### config.mk
export PLATFORM = sky130hd
export DESIGN_NAME = jap_cfg
export DESIGN_NICKNAME = d
export VERILOG_FILES = /design/src/hw/rtl/jap_pkg.sv /design/src/hw/rtl/jap_cfg.sv
export SDC_FILE = /design/constraint.sdc
export NUM_CORES = 1
export LEC_CHECK = 0
export BUFFER_PORTS_ARGS = -buffer_cell sky130_fd_sc_hd__buf_2
export CORE_MARGIN = 5
export CORE_UTILIZATION = 39
export CTS_CLUSTER_SIZE = 30
export DETAILED_ROUTE_END_ITERATION = 16
export PLACE_DENSITY_LB_ADDON = 0.1
export SYNTH_ARGS = -nofsm -noshare
export SYNTH_HDL_FRONTEND = slang
export SYNTH_SLANG_ARGS = --single-unit
### constraint.sdc
create_clock -name clk -period 1 [get_ports clk]
set_input_delay 0 -clock clk [delete_from_list [all_inputs] [get_ports clk]]
set_output_delay 0 -clock clk [all_outputs]
set_load 0.01 [all_outputs]
### src/hw/rtl/jap_pkg.sv
// jap_pkg: shared types, constants and saturating helpers for the joint
// acceleration pd block; used by every module in hw/rtl
package jap_pkg;

    localparam int Q_W           = 48;
    localparam int FRAC_BITS_DEF = 16;
    localparam int CFG_IDX_W     = 3;
    localparam int CFG_DATA_W    = 47;
    localparam int GAIN_W        = 32;
    localparam int STEP_W        = 17;
    localparam int INV_W         = 32;
    localparam int TSQ_W         = 47;
    localparam int VLIM_W        = 47;
    localparam int COEF_W        = 47;

    // pipeline stage map
    localparam int MUL_LAT    = 4;
    localparam int S_IN       = 0;
    localparam int S_DIFF     = 1;
    localparam int S_MA       = 2;
    localparam int S_MIX      = S_MA + MUL_LAT;
    localparam int S_MB       = S_MIX + 1;
    localparam int S_WIN      = S_MB + MUL_LAT;
    localparam int S_OUT      = S_WIN + 1;
    localparam int NUM_STAGES = S_OUT + 1;

    typedef logic signed [Q_W-1:0]  q_t;
    typedef logic signed [Q_W+1:0]  qw_t;
    typedef logic [COEF_W-1:0]      coef_t;

    localparam q_t Q_MAX = {1'b0, {(Q_W-1){1'b1}}};
    localparam q_t Q_MIN = {1'b1, {(Q_W-1){1'b0}}};

    typedef enum logic [CFG_IDX_W-1:0] {
        CFG_POS_GAIN    = 3'd0,
        CFG_VEL_GAIN    = 3'd1,
        CFG_STEP_TIME   = 3'd2,
        CFG_INV_STEP    = 3'd3,
        CFG_TWO_OVER_SQ = 3'd4
    } cfg_idx_t;

    typedef enum logic [1:0] {
        CLAMP_NONE = 2'd0,
        CLAMP_LOW  = 2'd1,
        CLAMP_HIGH = 2'd2
    } clamp_t;

    localparam logic [GAIN_W-1:0] POS_GAIN_RST  = 32'd0;
    localparam logic [GAIN_W-1:0] VEL_GAIN_RST  = 32'd0;
    localparam logic [STEP_W-1:0] STEP_TIME_RST = 17'd655;
    localparam logic [INV_W-1:0]  INV_STEP_RST  = 32'd6553600;
    localparam logic [TSQ_W-1:0]  TSQ_RST       = 47'd1310720000;

    typedef struct packed {
        logic [GAIN_W-1:0] pos_gain;
        logic [GAIN_W-1:0] vel_gain;
        logic [STEP_W-1:0] step_time;
        logic [INV_W-1:0]  inv_step;
        logic [TSQ_W-1:0]  two_over_sq;
    } cfg_t;

    // clip a two-bit-extended value to the q range
    function automatic q_t sat_q(input qw_t v);
        q_t r;
        if (v[Q_W+1:Q_W-1] == 3'b000 || v[Q_W+1:Q_W-1] == 3'b111)
            r = v[Q_W-1:0];
        else if (v[Q_W+1])
            r = Q_MIN;
        else
            r = Q_MAX;
        return r;
    endfunction

    function automatic q_t add_sat(input q_t a, input q_t b);
        qw_t s;
        s = {{2{a[Q_W-1]}}, a} + {{2{b[Q_W-1]}}, b};
        return sat_q(s);
    endfunction

    function automatic q_t sub_sat(input q_t a, input q_t b);
        qw_t s;
        s = {{2{a[Q_W-1]}}, a} - {{2{b[Q_W-1]}}, b};
        return sat_q(s);
    endfunction

    function automatic q_t neg_sat(input q_t a);
        q_t r;
        if (a == Q_MIN)
            r = Q_MAX;
        else
            r = (~a) + q_t'(1);
        return r;
    endfunction

endpackage

### src/hw/rtl/jap_cfg.sv
// jap_cfg: configuration register file (gains, period and its reciprocals)
// depends on jap_pkg
module jap_cfg (
    input  logic                           clk,
    input  logic                           rst_n,
    input  logic                           cfg_valid,
    output logic                           cfg_ready,
    input  logic [jap_pkg::CFG_IDX_W-1:0]  cfg_index,
    input  logic [jap_pkg::CFG_DATA_W-1:0] cfg_data,
    output jap_pkg::cfg_t                  cfg
);

    jap_pkg::cfg_t cfg_reg;
    jap_pkg::cfg_t cfg_next;

    assign cfg_ready = 1'b1;
    assign cfg       = cfg_reg;

    always_comb
    begin
        cfg_next = cfg_reg;
        if (cfg_valid)
        begin
            unique case (jap_pkg::cfg_idx_t'(cfg_index))
                jap_pkg::CFG_POS_GAIN:
                    cfg_next.pos_gain = cfg_data[jap_pkg::GAIN_W-1:0];
                jap_pkg::CFG_VEL_GAIN:
                    cfg_next.vel_gain = cfg_data[jap_pkg::GAIN_W-1:0];
                jap_pkg::CFG_STEP_TIME:
                    cfg_next.step_time = cfg_data[jap_pkg::STEP_W-1:0];
                jap_pkg::CFG_INV_STEP:
                    cfg_next.inv_step = cfg_data[jap_pkg::INV_W-1:0];
                jap_pkg::CFG_TWO_OVER_SQ:
                    cfg_next.two_over_sq = cfg_data[jap_pkg::TSQ_W-1:0];
                default:
                    cfg_next = cfg_reg;
            endcase
        end
    end

    always_ff @(posedge clk or negedge rst_n)
    begin
        if (!rst_n)
        begin
            cfg_reg.pos_gain    <= jap_pkg::POS_GAIN_RST;
            cfg_reg.vel_gain    <= jap_pkg::VEL_GAIN_RST;
            cfg_reg.step_time   <= jap_pkg::STEP_TIME_RST;
            cfg_reg.inv_step    <= jap_pkg::INV_STEP_RST;
            cfg_reg.two_over_sq <= jap_pkg::TSQ_RST;
        end
        else
        begin
            cfg_reg <= cfg_next;
        end
    end

endmodule

==> results.toml <==
[pwr]
p_leak_nw = 4.24
p_per_area_mw_per_mm2 = 2280
vdd_drop_max_v = 0.00156
p_total_mw = 20.0

[sta]
finalHoldViolations = 0
clock_skew_ns = 0
period_share = 1.07
finalWorstSetupSlack_ns = -0.0683
rsz0062_at_grt = "yes"
max_freq_ghz = 0.936
timing.final.crit_period_ns = 1.07
finalSetupViolCount = 14
slew_viol_final = 0

[run_status]
status = "finished with violations"
violations = "setup timing"

[drt]
ant_nets = 0
routed_via_density = 4.69
drt_iter0_markers = 73
wire_per_inst_um = 17.9
drc = 0
vias = 3987
firstDrtPassIters = 4
routed_wl_um = 15200

[die]
coreArea_sq_mm = 0.0153
die_w_um = 136
die_h_um = 136
start_util = 0.401
ios = 214
rows = 45
die_area_sq_mm = 0.0184

[place]
port_buffers = 212
dp_slack_ns = -0.295
globalplace.congestion = 0.724
dpl_cell_area_sq_mm = 0.00760
dp_cells = 767
dpl.hpwl_um = 10800

[cells_and_area]
diodes = 0
final_nets = 679
drive_gt1_frac = 0.618
syn2layout_area_growth_pct = 43.4
fillers = 1290
utilization = 0.575
final_cell_area_sq_mm = 0.00881
largest_reg_flops = 160
instances_no_fill = 850

[yosys]
synth_seq_area_share = 0.655
netlist_area_sq_mm = 0.00614
avgSynthCellArea_sq_um = 17.9
synth.distinct_cells = 13
synth_top_area_cell = "dfrtp_1"
synth_top_area_frac = 0.595
syn_inst = 344
ys.warnings.count = 0
synth_area_leaders = "dfrtp_1 (59%), mux2_2 (15%), mux2_1 (9.2%), mux2_4 (7.3%), dfstp_2 (6.0%)"
ys_seq_elements = 160
syn_nets = 397

[global_routing]
grt_pass1_vias = 4292
overflow = 0
grt_max_degree = 53
grt_use_total = 0.171
grt_first_pass_wirelength_um = 23900
antenna_found_initial = 0

[clocking]
cts_num_sinks = 160
numCtsBuffers = 17
path_clk_slew_ns = 0.06
clock_latency_ns = 0.42
htreeDepth = 4
cts_tree = "built"
root_buffer = "clkbuf_16"
cts_buffer_depth = 2

[run]
drv_cap = 0

[min_path]
hold_class = "in2async"

[setup_path]
worst_path_max_delay_cell = "dfstp_2"
critPathKind = "reg2out"
arrival_ns = 1.07
crit_path_end_kind = "primary output"
crit_buf_inv = 1
crit_required_ns = 1.00
path_cells = "buf_6"
critPathMaxFanout = 2
slowest_delay_ns = 0.55
crit_family = "flip-flops"
critPathLaunchType = "flop"
[through the flow]
| stage | hold slack, ns | setup TNS (ns) |
|---|---|---|
| after floorplan | -0.296 | -1.35 |
| after global placement | -0.133 | -32.89 |
| after detailed placement | -0.136 | -35.21 |
| after CTS | 0.168 | -1.70 |
| after global routing | 0.188 | -1.30 |
| final | 0.193 | -0.728 |
[layout by cell type (no fill, tap or decap), drive strengths merged, types with 2 or more instances in the layout]
cell type	Yosys	layout
dfrtp	146	146
bufinv	0	4
buf	18	232
nor4bb	2	2
clkbuf	0	20
clkinv	0	7
dlygate4sd3	0	48
dfstp	14	14
mux2	160	160
[synthesized netlist by cell type]
cell type / count
mux2_1: 50
and4bb_1: 1
dfrtp_1: 146
nor4bb_1: 2
dfstp_2: 14
conb_1: 1
mux2_2: 80
buf_6: 5
buf_4: 7
nand4b_1: 1
buf_2: 6
nor4b_4: 1
mux2_4: 30
[logic make-up after synthesis]
logic type / count (synthesis) / share of synthesized area
mux: 160 / 0.312
simple gates: 5 / 0.0106
flops: 160 / 0.655
buf+inv: 18 / 0.0226
other cells: 1 / 0.000610
[power by group]
group          leakage, nW  internal [mW]  switching, mW  total [mW]
Sequential            1.90           8.00          0.796        8.80
Combinational         2.04           2.54           2.07        4.61
Clock                0.297           4.15           2.48        6.63
[per-layer routing]
metal  global-route usage  part of all wire
met5                    0                 0
met4               0.0739             0.025
met2                0.283              0.49
met1                0.200              0.40
met3               0.0632             0.077
[final timing paths]
check,to,startpoint,cells past startpoint,slack [ns]
worst max-delay path,cfg[82],cfg[82],1,-0.07
worst max register to register,cfg[103],cfg[103],1,0.17
worst min register to register,cfg[104],cfg[104],1,0.48
max in group asynchronous,cfg[35],rst_n,3,0.30
min in group clk,cfg[91],cfg_index[0],4,0.22
worst min-delay path,cfg[27],rst_n,2,0.19
[final cells by class]
type	instances	area, sq um	share of cell area
repair buffers	281	1880	0.213
multi-input cells	166	2040	0.232
flip-flops and latches	160	4020	0.457
clock buffers	20	437	0.0496
clock inverters	12	166	0.0189
well taps	211	264	0.0300
[what timing repair did]
item / CTS / global route
resized for setup: 14 / 2
setup endpoints to repair: 14 / 26
buffers inserted: 2 / 0
endpoints found under the hold margin: 314 / 0
hold buffers: 49 / 0
(Power assumes the default switching activity.)
