`config.mk`:
```
export PLATFORM = sky130hd
export DESIGN_NAME = jap_flow
export DESIGN_NICKNAME = d
export VERILOG_FILES = /design/src/hw/rtl/jap_pkg.sv /design/src/hw/rtl/jap_flow.sv
export SDC_FILE = /design/constraint.sdc
export NUM_CORES = 1
export LEC_CHECK = 0
export ABC_AREA = 1
export ABC_CLOCK_PERIOD_IN_PS = 1600
export BUFFER_PORTS_ARGS = -buffer_cell sky130_fd_sc_hd__buf_2
export CORE_ASPECT_RATIO = 0.9
export CORE_MARGIN = 2
export CORE_UTILIZATION = 33
export CTS_BUF_LIST = sky130_fd_sc_hd__clkbuf_4 sky130_fd_sc_hd__clkbuf_8
export CTS_CLUSTER_DIAMETER = 80
export DETAILED_ROUTE_END_ITERATION = 7
export MAX_ROUTING_LAYER = met4
export SLEW_MARGIN = 20
export SYNTH_ARGS = -nofsm -noshare
export SYNTH_HDL_FRONTEND = slang
export SYNTH_SLANG_ARGS = --single-unit
export TNS_END_PERCENT = 20
```
`constraint.sdc`:
```
create_clock -name clk -period 1.6 [get_ports clk]
set_clock_uncertainty 0.15 [all_clocks]
set_input_delay 0.08 -clock clk [delete_from_list [all_inputs] [get_ports clk]]
set_output_delay 0.08 -clock clk [all_outputs]
set_load 0.05 [all_outputs]
```
`src/hw/rtl/jap_pkg.sv`:
```
// jap_pkg: shared types, constants and saturating helpers for the joint
// acceleration pd block; used by every module in hw/rtl
package jap_pkg;

    localparam int Q_W           = 48;
    localparam int FRAC_BITS_DEF = 16;
    localparam int CFG_IDX_W     = 3;
    localparam int CFG_DATA_W    = 47;
    localparam int GAIN_W        = 32;
    localparam int STEP_W        = 17;
    localparam int INV_W         = 32;
    localparam int TSQ_W         = 47;
    localparam int VLIM_W        = 47;
    localparam int COEF_W        = 47;

    // pipeline stage map
    localparam int MUL_LAT    = 4;
    localparam int S_IN       = 0;
    localparam int S_DIFF     = 1;
    localparam int S_MA       = 2;
    localparam int S_MIX      = S_MA + MUL_LAT;
    localparam int S_MB       = S_MIX + 1;
    localparam int S_WIN      = S_MB + MUL_LAT;
    localparam int S_OUT      = S_WIN + 1;
    localparam int NUM_STAGES = S_OUT + 1;

    typedef logic signed [Q_W-1:0]  q_t;
    typedef logic signed [Q_W+1:0]  qw_t;
    typedef logic [COEF_W-1:0]      coef_t;

    localparam q_t Q_MAX = {1'b0, {(Q_W-1){1'b1}}};
    localparam q_t Q_MIN = {1'b1, {(Q_W-1){1'b0}}};

    typedef enum logic [CFG_IDX_W-1:0] {
        CFG_POS_GAIN    = 3'd0,
        CFG_VEL_GAIN    = 3'd1,
        CFG_STEP_TIME   = 3'd2,
        CFG_INV_STEP    = 3'd3,
        CFG_TWO_OVER_SQ = 3'd4
    } cfg_idx_t;

    typedef enum logic [1:0] {
        CLAMP_NONE = 2'd0,
        CLAMP_LOW  = 2'd1,
        CLAMP_HIGH = 2'd2
    } clamp_t;

    localparam logic [GAIN_W-1:0] POS_GAIN_RST  = 32'd0;
    localparam logic [GAIN_W-1:0] VEL_GAIN_RST  = 32'd0;
    localparam logic [STEP_W-1:0] STEP_TIME_RST = 17'd655;
    localparam logic [INV_W-1:0]  INV_STEP_RST  = 32'd6553600;
    localparam logic [TSQ_W-1:0]  TSQ_RST       = 47'd1310720000;

    typedef struct packed {
        logic [GAIN_W-1:0] pos_gain;
        logic [GAIN_W-1:0] vel_gain;
        logic [STEP_W-1:0] step_time;
        logic [INV_W-1:0]  inv_step;
        logic [TSQ_W-1:0]  two_over_sq;
    } cfg_t;

    // clip a two-bit-extended value to the q range
    function automatic q_t sat_q(input qw_t v);
        q_t r;
        if (v[Q_W+1:Q_W-1] == 3'b000 || v[Q_W+1:Q_W-1] == 3'b111)
            r = v[Q_W-1:0];
        else if (v[Q_W+1])
            r = Q_MIN;
        else
            r = Q_MAX;
        return r;
    endfunction

    function automatic q_t add_sat(input q_t a, input q_t b);
        qw_t s;
        s = {{2{a[Q_W-1]}}, a} + {{2{b[Q_W-1]}}, b};
        return sat_q(s);
    endfunction

    function automatic q_t sub_sat(input q_t a, input q_t b);
        qw_t s;
        s = {{2{a[Q_W-1]}}, a} - {{2{b[Q_W-1]}}, b};
        return sat_q(s);
    endfunction

    function automatic q_t neg_sat(input q_t a);
        q_t r;
        if (a == Q_MIN)
            r = Q_MAX;
        else
            r = (~a) + q_t'(1);
        return r;
    endfunction

endpackage

```
`src/hw/rtl/jap_flow.sv`:
```
// jap_flow: per-stage valid bits and load enables for the datapath
// pipeline, collapsing bubbles under a stalled result; depends on jap_pkg
module jap_flow (
    input  logic                            clk,
    input  logic                            rst_n,
    input  logic                            sample_valid,
    output logic                            sample_stall,
    output logic                            result_valid,
    input  logic                            result_stall,
    output logic [jap_pkg::NUM_STAGES-1:0]  en
);

    localparam int N = jap_pkg::NUM_STAGES;

    logic [N-1:0] valid_reg;
    logic [N-1:0] valid_next;
    logic [N-1:0] ready;
    logic [N-1:0] upper_mask;

    // a stage may load when it or any stage after it holds a bubble,
    // or when the output is being taken
    always_comb
    begin
        for (int k = 0; k < N; k++)
        begin
            upper_mask = {N{1'b1}} << k;
            ready[k]   = !(&(valid_reg | ~upper_mask)) || !result_stall;
        end
    end

    assign en           = ready;
    assign sample_stall = !ready[0];
    assign result_valid = valid_reg[N-1];

    always_comb
    begin
        valid_next[0] = sample_valid;
        for (int k = 1; k < N; k++)
            valid_next[k] = valid_reg[k-1];
    end

    always_ff @(posedge clk or negedge rst_n)
    begin
        if (!rst_n)
        begin
            valid_reg <= '0;
        end
        else
        begin
            for (int k = 0; k < N; k++)
                if (ready[k])
                    valid_reg[k] <= valid_next[k];
        end
    end

endmodule

```
==> results by group <==
Logic synthesis
  • Post-Syn Area: about 600 µm²
  • Synthesized flop and latch total: 13
  • Post-synthesis instance total: 71
  • Synth cell types: 14
  • Sequential area share after synthesis: a little over half
  • Syn. warnings: 0
  • Mapped Nets: 75
  • Synthesized area per cell: ~8.5 µm²

Cells and area
  • Layout Nets: ~110
  • Fillcell total: between 150 and 200
  • Layout cells sized above 1: a little over two fifths
  • Max reg flops: 13
  • Leading cell types in the layout, fill and taps excluded: nand2_1, inv_1, dfrtp_1
  • Layout area overhead: 50.9%
  • Antenna cells: 0
  • Non-filler instance count after layout: ~120
  • Commonest non-fill, non-tap cell in the layout: nand2_1

Timing
  • Tcrit/Tclk final: 105%
  • Setup tns final: -0.0843 ns
  • Rel. slew slack: about four fifths
  • WHS: 0.0867 ns
  • Setup Viol. Count Final: 2
  • Unrepaired setup endpoints after global routing: yes
  • Final Hold Viols: 0
  • Worst Max-Slew Pin Slew: about 0.31 ns
  • Slew Limit Fails: 0
  • Setup WS post-layout: -0.0769 ns
  • Fmax: between 500 and 600 MHz
  • Fin crit period: roughly 1.7 ns

Power
  • Lkg Pwr: 0.480 nW
  • Pint: about 0.75 mW
  • Max VDD drop: ~1.6 mV
  • Switch Pwr: about 0.70 mW
  • Switching Share: 48.0%
  • Clock power share: 14.9%
  • Power share of the combinational group: 54.3%
  • Sequential share of power: a little under a third
  • Pwr per Cell Area: between 1500 and 2000 nW/µm²
  • Tot Pwr: approximately 1.4 mW

Floorplanning
  • Chip height: 44.6 µm
  • Io pins: 19
  • Core area: 1700 µm²
  • Starting density of the core: between 30% and 40%
  • Die ar.: 2190 µm²
  • Chip Width: 49.1 µm
  • # rows: 14

Worst setup path
  • CP startpoint kind: flop
  • Crit. End Element: output pin
  • Max Fanout on Critical Path: 6
  • CP Data Arrival Time: around 1.5 ns
  • Critical path data required time: 1.37 ns
  • Kind of critical path: reg2out

Global route
  • Initial antenna violation count: 0
  • Largest net degree at the start of global routing: 14
  • GRT Total Usage: 13.6%
  • Vias in the first global route: approximately 470
  • First-pass GRT wire length: between 2000 and 2500 µm
  • GRT Residual Overflow: 0

Drt
  • Wire length per cell: approximately 10 µm
  • Initial DRC count: 7
  • ANT nets after route: 0
  • Avg Vias per Cell: 4.23
  • Post-Route WL: approximately 1300 µm
  • Via count: 524
  • DRT Pass-1 Iters: 3
  • DRC viols: 0

Clock tree
  • CTS tree: built
  • Clock Tree Buf Depth: 2
  • Clock Tree Root: clkbuf_4
  • CTS H-Tree Depth: 1
  • TritonCTS buffer count: 3
  • Clock Latency Late Sink: about 0.27 ns
  • Clock slew at the register clock pins of the worst setup and hold paths: around 0.08 ns
  • Clock Sink Count: 13

Placement
  • Setup slack at placement: between 0.15 and 0.2 ns
  • IO buf count: 18
  • Post-DP HPWL: just under 900 µm
  • Routability congestion estimate: between 0.7 and 0.8
  • Dpl cells: 113

Status
  • Run status: finished, violations left
  • Failing checks: negative setup slack

Run
  • Max-Cap Viols: 0

Min path
  • Hold WC Path Type: in2async
## per-stage QoR
step | util [%] | cell area [µm²]
after floorplan | - | 642
after CTS | 51.9 | 882
final | 53.7 | 912
after detailed placement | 44.8 | 762
after global placement | 44.8 | 762
after global routing | 53.7 | 912
## cell type report
cell class                      instances  area, µm²  area share, %
Clock buffer                            4       30.0           3.29
Inverter                               16       66.3           7.27
Multi-Input combinational cell         42        262           28.7
Sequential cell                        13        327           35.8
Tap cell                               24       30.0           3.29
Timing Repair Buffer                   25        198           21.7
## metal layers
layer	vias up	global-route usage, %	part of all wire [%]
met1	239	17.3	46
met5	-	-	0
met3	0	6.42	7.3
li1	266	-	-
met4	0	1.71	0
met2	19	20.3	46
## synthesized netlist by cell type
| cell type | n | area [µm²] |
|---|---|---|
| nor2_4 | 2 | 22.5 |
| nand3_1 | 2 | 10.0 |
| inv_1 | 15 | 56.3 |
| nand2_2 | 5 | 31.3 |
| or2_1 | 1 | 6.26 |
| inv_4 | 1 | 6.26 |
| nand2_1 | 19 | 71.3 |
| or2_2 | 2 | 12.5 |
| o21bai_1 | 1 | 7.51 |
| nor2_2 | 1 | 6.26 |
| dfrtp_1 | 13 | 325 |
| nand2_4 | 1 | 11.3 |
| nand4_1 | 3 | 18.8 |
| nor2_1 | 5 | 18.8 |
## path summary, 6_finish.rpt
| check | start | endpoint | slack [ns] | depth (start not counted) |
|---|---|---|---|---|
| min in group clk | result_stall | valid_reg[2]$_DFFE_PN0P_ | 0.09 | 5 |
| worst min register to register | valid_reg[2]$_DFFE_PN0P_ | valid_reg[3]$_DFFE_PN0P_ | 0.31 | 2 |
| max in group asynchronous | rst_n | valid_reg[12]$_DFFE_PN0P_ | 0.95 | 2 |
| worst min-delay path | rst_n | valid_reg[11]$_DFFE_PN0P_ | 0.09 | 2 |
| worst max register to register | valid_reg[12]$_DFFE_PN0P_ | valid_reg[12]$_DFFE_PN0P_ | 0.21 | 3 |
| worst max-delay path | valid_reg[12]$_DFFE_PN0P_ | en[0] | -0.08 | 6 |
## logic make-up after synthesis
kind of cell	count (synthesis)	share of synthesized area, %
flip-flops	13	53.8
AND/OR/NAND/NOR	41	34.6
AO/OA/AOI/OAI	1	1.24
buffers and inverters	16	10.4
## power groups by stage
stage | Sequential, mW | Clock, mW | Combinational, mW
finish | 0.446 | 0.215 | 0.786
CTS | 0.450 | 0.227 | 0.732
global route | 0.456 | 0.242 | 0.839
floorplan | 0.441 | 0 | 0.542
detailed placement | 0.456 | 0 | 0.661
global placement | 0.455 | 0 | 0.657
## critical path, stage by stage, from the launching register on
cell and delay [ns]:
dfrtp_2 0.42, nand2_8 0.06, nor2_4 0.23, nand2_8 0.09
nor2_4 0.13, clkinvlp_4 0.09, buf_6 0.15
## what timing repair did
action | CTS | global route
hold buffers | 4 | 0
resized for setup | 14 | 5
setup endpoints to repair | 7 | 10
pin swaps | 1 | 1
buffers inserted | 1 | 2
hold endpoints to repair | 16 | 0
No activity file was read; power rests on OpenSTA's default activity.
